### config.mk
export PLATFORM = sky130hd
export DESIGN_NAME = utf8_to_ucs2_decoder_flat
export DESIGN_NICKNAME = d
export VERILOG_FILES = /design/src/u2u_pkg.sv /design/src/u2u_in_if.sv /design/src/u2u_out_if.sv /design/src/u2u_in_stage.sv /design/src/u2u_decode.sv /design/src/u2u_out_reg.sv /design/src/utf8_to_ucs2_decoder.sv /design/src/flat_wrapper.sv
export SDC_FILE = /design/constraint.sdc
export NUM_CORES = 1
export LEC_CHECK = 0
export ABC_AREA = 0
export BUFFER_PORTS_ARGS = -buffer_cell sky130_fd_sc_hd__buf_2
export CAP_MARGIN = 10
export CORE_MARGIN = 3
export CORE_UTILIZATION = 40
export DETAILED_ROUTE_END_ITERATION = 7
export HOLD_SLACK_MARGIN = 0.15
export PLACE_DENSITY = 0.7
export SKIP_CTS_REPAIR_TIMING = 1
export SKIP_LAST_GASP = 1
export SYNTH_ARGS = -nofsm -noshare
export SYNTH_HDL_FRONTEND = slang
export SYNTH_SLANG_ARGS = --single-unit
### constraint.sdc
create_clock -name clk -period 2.25 [get_ports clk]
set_input_delay 0.225 -clock clk [delete_from_list [all_inputs] [get_ports clk]]
set_output_delay 0.225 -clock clk [all_outputs]
set_load 0.01 [all_outputs]
### src/u2u_pkg.sv
package u2u_pkg;

	localparam int unsigned ByteW  = 8;
	localparam int unsigned UnitW  = 16;
	localparam int unsigned ValueW = 21;
	localparam int unsigned ContW  = 6;

	localparam logic [ByteW-1:0] LeadTwoMin  = 8'h80;
	localparam logic [ByteW-1:0] LeadThreeMin = 8'hE0;
	localparam logic [ByteW-1:0] LeadFourMin = 8'hF0;
	localparam logic [ByteW-1:0] ContMask    = 8'h3F;

	typedef enum logic [1:0] {
		PEND_NONE  = 2'd0,
		PEND_ONE   = 2'd1,
		PEND_TWO   = 2'd2,
		PEND_THREE = 2'd3
	} pend_t;

	typedef struct packed {
		logic [ByteW-1:0] in_byte;
		logic             string_start;
	} in_item_t;

	typedef struct packed {
		logic [UnitW-1:0] code_unit;
		logic             out_of_range;
	} out_item_t;

	// Item waiting in the input register, as seen by the decoder.
	typedef struct packed {
		logic     valid;
		in_item_t item;
	} stage_t;

	// Decoder result toward the output register.
	typedef struct packed {
		logic      load;
		out_item_t item;
	} result_t;

endpackage

### src/u2u_in_if.sv
interface u2u_in_if;
	logic                      valid;
	logic                      ready;
	logic [u2u_pkg::ByteW-1:0] in_byte;
	logic                      string_start;

	modport source (output valid, output in_byte, output string_start, input ready);
	modport sink (input valid, input in_byte, input string_start, output ready);
endinterface

### src/u2u_out_if.sv
interface u2u_out_if;
	logic                      valid;
	logic                      ready;
	logic [u2u_pkg::UnitW-1:0] code_unit;
	logic                      out_of_range;

	modport source (output valid, output code_unit, output out_of_range, input ready);
	modport sink (input valid, input code_unit, input out_of_range, output ready);
endinterface

### src/u2u_in_stage.sv
module u2u_in_stage (
	input  logic             clk,
	input  logic             arst_n,
	u2u_in_if.sink           bytes,
	input  logic             take,
	output u2u_pkg::stage_t  stage
);

	logic              valid_s1;
	u2u_pkg::in_item_t item_s1;
	logic              load;

	assign bytes.ready = !valid_s1 || take;
	assign load        = bytes.valid && bytes.ready;

	always_ff @(posedge clk or negedge arst_n) begin
		if (!arst_n) begin
			valid_s1 <= 1'b0;
		end else if (load) begin
			valid_s1 <= 1'b1;
		end else if (take) begin
			valid_s1 <= 1'b0;
		end
	end

	always_ff @(posedge clk) begin
		if (load) begin
			item_s1.in_byte      <= bytes.in_byte;
			item_s1.string_start <= bytes.string_start;
		end
	end

	assign stage.valid = valid_s1;
	assign stage.item  = item_s1;

endmodule

### src/u2u_decode.sv
module u2u_decode (
	input  logic             clk,
	input  logic             arst_n,
	input  u2u_pkg::stage_t  stage,
	input  logic             out_free,
	output logic             take,
	output u2u_pkg::result_t result
);

	u2u_pkg::pend_t                pend_q, pend_eff, pend_nxt;
	logic [u2u_pkg::ValueW-1:0]    value_q, value_eff, value_nxt, emit_value;
	logic [u2u_pkg::ByteW-1:0]     b;
	logic                          emit;

	// Only a byte that finishes a character has to wait for the output register.
	assign take = stage.valid && (!emit || out_free);
	assign b    = stage.item.in_byte;

	always_comb begin
		// A new string drops whatever sequence was left open.
		pend_eff   = stage.item.string_start ? u2u_pkg::PEND_NONE : pend_q;
		value_eff  = stage.item.string_start ? '0 : value_q;
		pend_nxt   = pend_eff;
		value_nxt  = value_eff;
		emit       = 1'b0;
		emit_value = '0;
		if (pend_eff != u2u_pkg::PEND_NONE) begin
			emit_value = {value_eff[u2u_pkg::ValueW-u2u_pkg::ContW-1:0],
				b[u2u_pkg::ContW-1:0]};
			pend_nxt   = u2u_pkg::pend_t'(pend_eff - 2'd1);
			if (pend_nxt == u2u_pkg::PEND_NONE) begin
				emit      = 1'b1;
				value_nxt = '0;
			end else begin
				value_nxt = emit_value;
			end
		end else if (b == '0) begin
			// String terminator: nothing to do.
			emit = 1'b0;
		end else if (b < u2u_pkg::LeadTwoMin) begin
			emit       = 1'b1;
			emit_value = {{(u2u_pkg::ValueW-u2u_pkg::ByteW){1'b0}}, b};
		end else if (b < u2u_pkg::LeadThreeMin) begin
			pend_nxt  = u2u_pkg::PEND_ONE;
			value_nxt = {{(u2u_pkg::ValueW-5){1'b0}}, b[4:0]};
		end else if (b < u2u_pkg::LeadFourMin) begin
			pend_nxt  = u2u_pkg::PEND_TWO;
			value_nxt = {{(u2u_pkg::ValueW-4){1'b0}}, b[3:0]};
		end else begin
			pend_nxt  = u2u_pkg::PEND_THREE;
			value_nxt = {{(u2u_pkg::ValueW-3){1'b0}}, b[2:0]};
		end
	end

	always_ff @(posedge clk or negedge arst_n) begin
		if (!arst_n) begin
			pend_q  <= u2u_pkg::PEND_NONE;
			value_q <= '0;
		end else if (take) begin
			pend_q  <= pend_nxt;
			value_q <= value_nxt;
		end
	end

	always_comb begin
		result.load              = take && emit;
		result.item.out_of_range = |emit_value[u2u_pkg::ValueW-1:u2u_pkg::UnitW];
		result.item.code_unit    = result.item.out_of_range ? '0
			: emit_value[u2u_pkg::UnitW-1:0];
	end

endmodule

### src/u2u_out_reg.sv
module u2u_out_reg (
	input  logic             clk,
	input  logic             arst_n,
	input  u2u_pkg::result_t result,
	output logic             out_free,
	u2u_out_if.source        units
);

	logic               valid_q;
	u2u_pkg::out_item_t item_q;

	assign out_free = !valid_q || units.ready;

	always_ff @(posedge clk or negedge arst_n) begin
		if (!arst_n) begin
			valid_q <= 1'b0;
		end else if (result.load) begin
			valid_q <= 1'b1;
		end else if (units.ready) begin
			valid_q <= 1'b0;
		end
	end

	always_ff @(posedge clk) begin
		if (result.load) begin
			item_q <= result.item;
		end
	end

	assign units.valid        = valid_q;
	assign units.code_unit    = item_q.code_unit;
	assign units.out_of_range = item_q.out_of_range;

endmodule

### src/utf8_to_ucs2_decoder.sv
// UTF-8 byte stream in, UCS-2 code units out, one byte item per cycle unless stalled.
// A result goes from the input register through the combinational decoder to the output
// register. Throughput: one byte per cycle while the output register is free; bytes that
// do not finish a character keep flowing while a finished code unit waits to be taken.
// Reset (arst_n low, asynchronous) closes any open sequence and empties both registers.
module utf8_to_ucs2_decoder (
	input  logic       clk,
	input  logic       arst_n,
	u2u_in_if.sink     bytes,
	u2u_out_if.source  units
);

	u2u_pkg::stage_t  stage;
	u2u_pkg::result_t result;
	logic             take;
	logic             out_free;

	u2u_in_stage u_in_stage (
		.clk    (clk),
		.arst_n (arst_n),
		.bytes  (bytes),
		.take   (take),
		.stage  (stage)
	);

	u2u_decode u_decode (
		.clk      (clk),
		.arst_n   (arst_n),
		.stage    (stage),
		.out_free (out_free),
		.take     (take),
		.result   (result)
	);

	u2u_out_reg u_out_reg (
		.clk      (clk),
		.arst_n   (arst_n),
		.result   (result),
		.out_free (out_free),
		.units    (units)
	);

endmodule

### src/flat_wrapper.sv
// flat-port wrapper written by rule: the top's interface ports become plain ports
module utf8_to_ucs2_decoder_flat 
  (clk, arst_n, bytes_valid, bytes_in_byte, bytes_string_start, bytes_ready, units_valid, units_code_unit, units_out_of_range, units_ready);
  u2u_in_if bytes_i ();
  u2u_out_if units_i ();
  input  logic clk;
  input  logic arst_n;
  input wire logic [$bits(bytes_i.valid)-1:0] bytes_valid;
  input wire logic [$bits(bytes_i.in_byte)-1:0] bytes_in_byte;
  input wire logic [$bits(bytes_i.string_start)-1:0] bytes_string_start;
  output wire logic [$bits(bytes_i.ready)-1:0] bytes_ready;
  output wire logic [$bits(units_i.valid)-1:0] units_valid;
  output wire logic [$bits(units_i.code_unit)-1:0] units_code_unit;
  output wire logic [$bits(units_i.out_of_range)-1:0] units_out_of_range;
  input wire logic [$bits(units_i.ready)-1:0] units_ready;
  assign bytes_i.valid = bytes_valid;
  assign bytes_i.in_byte = bytes_in_byte;
  assign bytes_i.string_start = bytes_string_start;
  assign bytes_ready = bytes_i.ready;
  assign units_valid = units_i.valid;
  assign units_code_unit = units_i.code_unit;
  assign units_out_of_range = units_i.out_of_range;
  assign units_i.ready = units_ready;
  utf8_to_ucs2_decoder u_core (.clk(clk), .arst_n(arst_n), .bytes(bytes_i), .units(units_i));
endmodule
==> implementation parameters <==
Parameter                              Value

Run status
  Outcome    complete, no violations

Cells and area
  Number of nets at the end of the flow    189
  Fraction of layout cells with a size suffix above 1    24.3%
  Area growth, synth to finish    23.1%
  Fillcell total    337
  Core utilization of the finished layout    53.1%
  Count of inserted antenna diode cells    0
  Register area    1260 um2
  Footprint of the multi-input gates    507 um2

Placed design
  Routability-driven placement congestion ratio    0.791
  Post-DP HPWL    2290 um
  Input/output buffers    31

Worst setup path
  R2R Path Start    u_core.u_in_stage.stage[5]$_DFFE_PP_
  Worst Setup Path Type    reg -> out
  Worst path required time    2.03 ns
  Length in cells of the worst reg-to-reg path    4
  Maximum fanout count along the critical path    5
  Startpoint Class    register
  Capture instance of the worst register-to-register path    u_core.u_in_stage.stage[2]$_DFFE_PP_
  R2R Setup Slk    0.23 ns
  Critical Path AT    1.85 ns
  CP Capture Type    output pin

Global routing
  Gr usage total    13.2%
  Via count of the first global-routing pass    1163
  GRT overflow    0
  Wire length of the first global-routing pass    5290 um
  Largest net degree at the start of global routing    20
  Antenna violations before repair    0

Pwr
  P per Cell Area    895 nW/um2
  Max IR drop VDD    0.000476 V
  Leak pwr    0.936 nW

Yosys
  Flip-flop and latch count after synthesis    45
  Primary flip-flop cell chosen by synthesis mapping    sky130_fd_sc_hd__edfxtp_1
  Library cells used by synthesis    33
  Share of the yosys chip area belonging to registers    69.8%
  Number of enable flip-flop cells after synthesis    26
  Cell area after synthesis    1800 um2
  Syn. warnings    0
  Fraction of registers with async set/reset    42.2%
  Post-Synthesis Mean Instance Area    14.1 um2
  Cell count after synthesis    128
  Syn_nets    141

Route
  Average via count per standard cell    5.35
  Initial detailed-routing violation count    107
  Residual antenna-violating net count after detailed routing    0
  Routed wire length per instance    15.0 um
  Sum of routed wire length over all layers    3410 um
  First-pass DRT Iterations    4
  DRC Markers    0
  Via count    1214

Die
  Floorplan die area    5340 um2
  Standard cell core area    4170 um2
  Die width    73.1 um
  Initial cell density of the core    43.1%
  Standard-cell row count    23
  Die H    73.1 um
  I/O pin cnt    32

CTS
  Total number of H-tree levels    2
  Cts bufs inserted    5
  TritonCTS clock tree    yes
  CTS Root Buffer Type    sky130_fd_sc_hd__clkbuf_8
  Number of sinks on the clock net    45
  Clk_lat worst skew    0.30 ns
  Clock buffer depth    2
  Clock transition at the registers of the reported paths    0.08 ns

Hold path
  Worst hold path endpoint    u_core.u_out_reg.units.valid$_DFFE_PN0P_
  Path class of the lowest-slack min-delay path    in -> reg
  Source of the worst hold timing path    units_ready
  Cell count of the worst hold path    3

Timing
  Fin. Hold Viols    0
  Transition at the pin with the smallest max-transition slack    0.665 ns
  Number of endpoints failing setup at the final stage    0
  Setup repair after global routing missed its margin    false
  Max transition margin    55.5%
  Hold slack    0.354 ns
  Final worst-path cycle share    92.4%
  Setup Total Neg Slack    0 ns
  Number of max-slew violations in the final report    0
  Tmin final    2.08 ns
  F_max    0.481 GHz
  Fin Clk Skew    0.00921 ns

Flow run
  Max capacitance violation total    0
## area by class of cell
type,count,area share [%]
Tap cell,50,2.82
Timing Repair Buffer,44,12.6
Multi-Input combinational cell,75,22.9
Clock inverter,3,1.02
Inverter,5,0.847
Clock buffer,5,3.11
Sequential cell,45,56.7
## logic make-up after synthesis
group	count (synthesis)	synth area share (%)
simple gates	37	11.8
mux	2	1.18
buf+inv	8	2.09
compound gates	36	15.1
flops	45	69.8
## registers in the layout, summed over array words and instances, names as in the netlist
register / flops
u_core.u_in_stage.stage: 9
u_core.u_out_reg.units.out_of_range: 1
u_core.u_decode.value_q: 15
u_core.u_in_stage.valid_s1: 1
u_core.u_out_reg.units.valid: 1
u_core.u_decode.pend_q: 2
u_core.u_out_reg.units.code_unit: 16
## worst max path at each step
stage                                                        end  slack, ns  cells after the start                                 start
2_1_floorplan  u_core.u_out_reg.units.code_unit[0]$_SDFFCE_PP0P_       0.20                      3  u_core.u_in_stage.stage[8]$_DFFE_PP_
3_3_place_gp                u_core.u_in_stage.stage[6]$_DFFE_PP_       0.35                      4  u_core.u_in_stage.stage[3]$_DFFE_PP_
3_5_place_dp                u_core.u_in_stage.stage[2]$_DFFE_PP_       0.25                      4  u_core.u_in_stage.stage[5]$_DFFE_PP_
4_1_cts                                              bytes_ready       0.14                      5  u_core.u_in_stage.stage[5]$_DFFE_PP_
5_1_grt                                              bytes_ready       0.02                      5  u_core.u_in_stage.stage[5]$_DFFE_PP_
6_report                                             bytes_ready       0.17                      5  u_core.u_in_stage.stage[5]$_DFFE_PP_
## cells in the mapped netlist (2+ instances only)
cell type	number	share of area, %
sky130_fd_sc_hd__a21oi_1	6	1.7
sky130_fd_sc_hd__a22o_1	12	5.8
sky130_fd_sc_hd__a32o_1	2	1.1
sky130_fd_sc_hd__and2_1	10	3.5
sky130_fd_sc_hd__clkbuf_1	2	0.42
sky130_fd_sc_hd__dfrtp_1	19	26
sky130_fd_sc_hd__edfxtp_1	26	43
sky130_fd_sc_hd__inv_1	5	1.0
sky130_fd_sc_hd__nand2_1	4	0.83
sky130_fd_sc_hd__nand2b_1	2	0.69
sky130_fd_sc_hd__nand3_1	2	0.56
sky130_fd_sc_hd__nor2_1	5	1.0
sky130_fd_sc_hd__nor2b_1	8	2.8
sky130_fd_sc_hd__nor3_1	2	0.56
sky130_fd_sc_hd__o21a_1	2	0.83
sky130_fd_sc_hd__o21ai_0	3	0.83
sky130_fd_sc_hd__o21bai_1	2	0.83
## layer usage
layer  global-route usage [%]  up-vias  wire length [um]
met5                        0        -                 0
met4                     3.07        0                21
met3                     5.37        3               214
met2                     21.6       48              1770
met1                     16.4      588              1400
li1                         -      575                 -
## critical path, stage by stage, from the launching register on
cell	delay, ns
sky130_fd_sc_hd__edfxtp_1	0.48
sky130_fd_sc_hd__nor4_2	0.27
sky130_fd_sc_hd__a21oi_1	0.18
sky130_fd_sc_hd__o211ai_1	0.35
sky130_fd_sc_hd__or2_1	0.15
sky130_fd_sc_hd__buf_2	0.12
## power breakdown
part / internal [mW] / switching [mW] / leakage, nW
logic: 0.168 / 0.226 / 0.384
clock network: 0.220 / 0.274 / 0.0481
registers: 1.01 / 0.0840 / 0.504
total: 1.40 / 0.584 / 0.936
## layout by cell type, fill, tap and decap left out, types with 3 or more instances in the layout
master,synthesis,routed
sky130_fd_sc_hd__a21oi_1,6,6
sky130_fd_sc_hd__a22o_1,12,12
sky130_fd_sc_hd__and2_1,10,10
sky130_fd_sc_hd__buf_2,0,31
sky130_fd_sc_hd__clkbuf_8,0,5
sky130_fd_sc_hd__dfrtp_1,19,19
sky130_fd_sc_hd__dlygate4sd3_1,0,11
sky130_fd_sc_hd__edfxtp_1,26,26
sky130_fd_sc_hd__inv_1,5,5
sky130_fd_sc_hd__nand2_1,4,4
sky130_fd_sc_hd__nor2_1,5,5
sky130_fd_sc_hd__nor2b_1,8,8
sky130_fd_sc_hd__o21ai_0,3,3
## per-stage QoR
stage                     cells  setup WS, ns  instance area [um2]  power (mW)
after floorplan             128         0.196                 1800        1.35
after global placement      208         0.354                 2010        1.48
after detailed placement    208         0.249                 2010        1.49
after CTS                   216         0.143                 2110        1.98
after global routing        227        0.0192                 2220        2.10
final                       227         0.170                 2220        1.98
(Power assumes the default switching activity.)
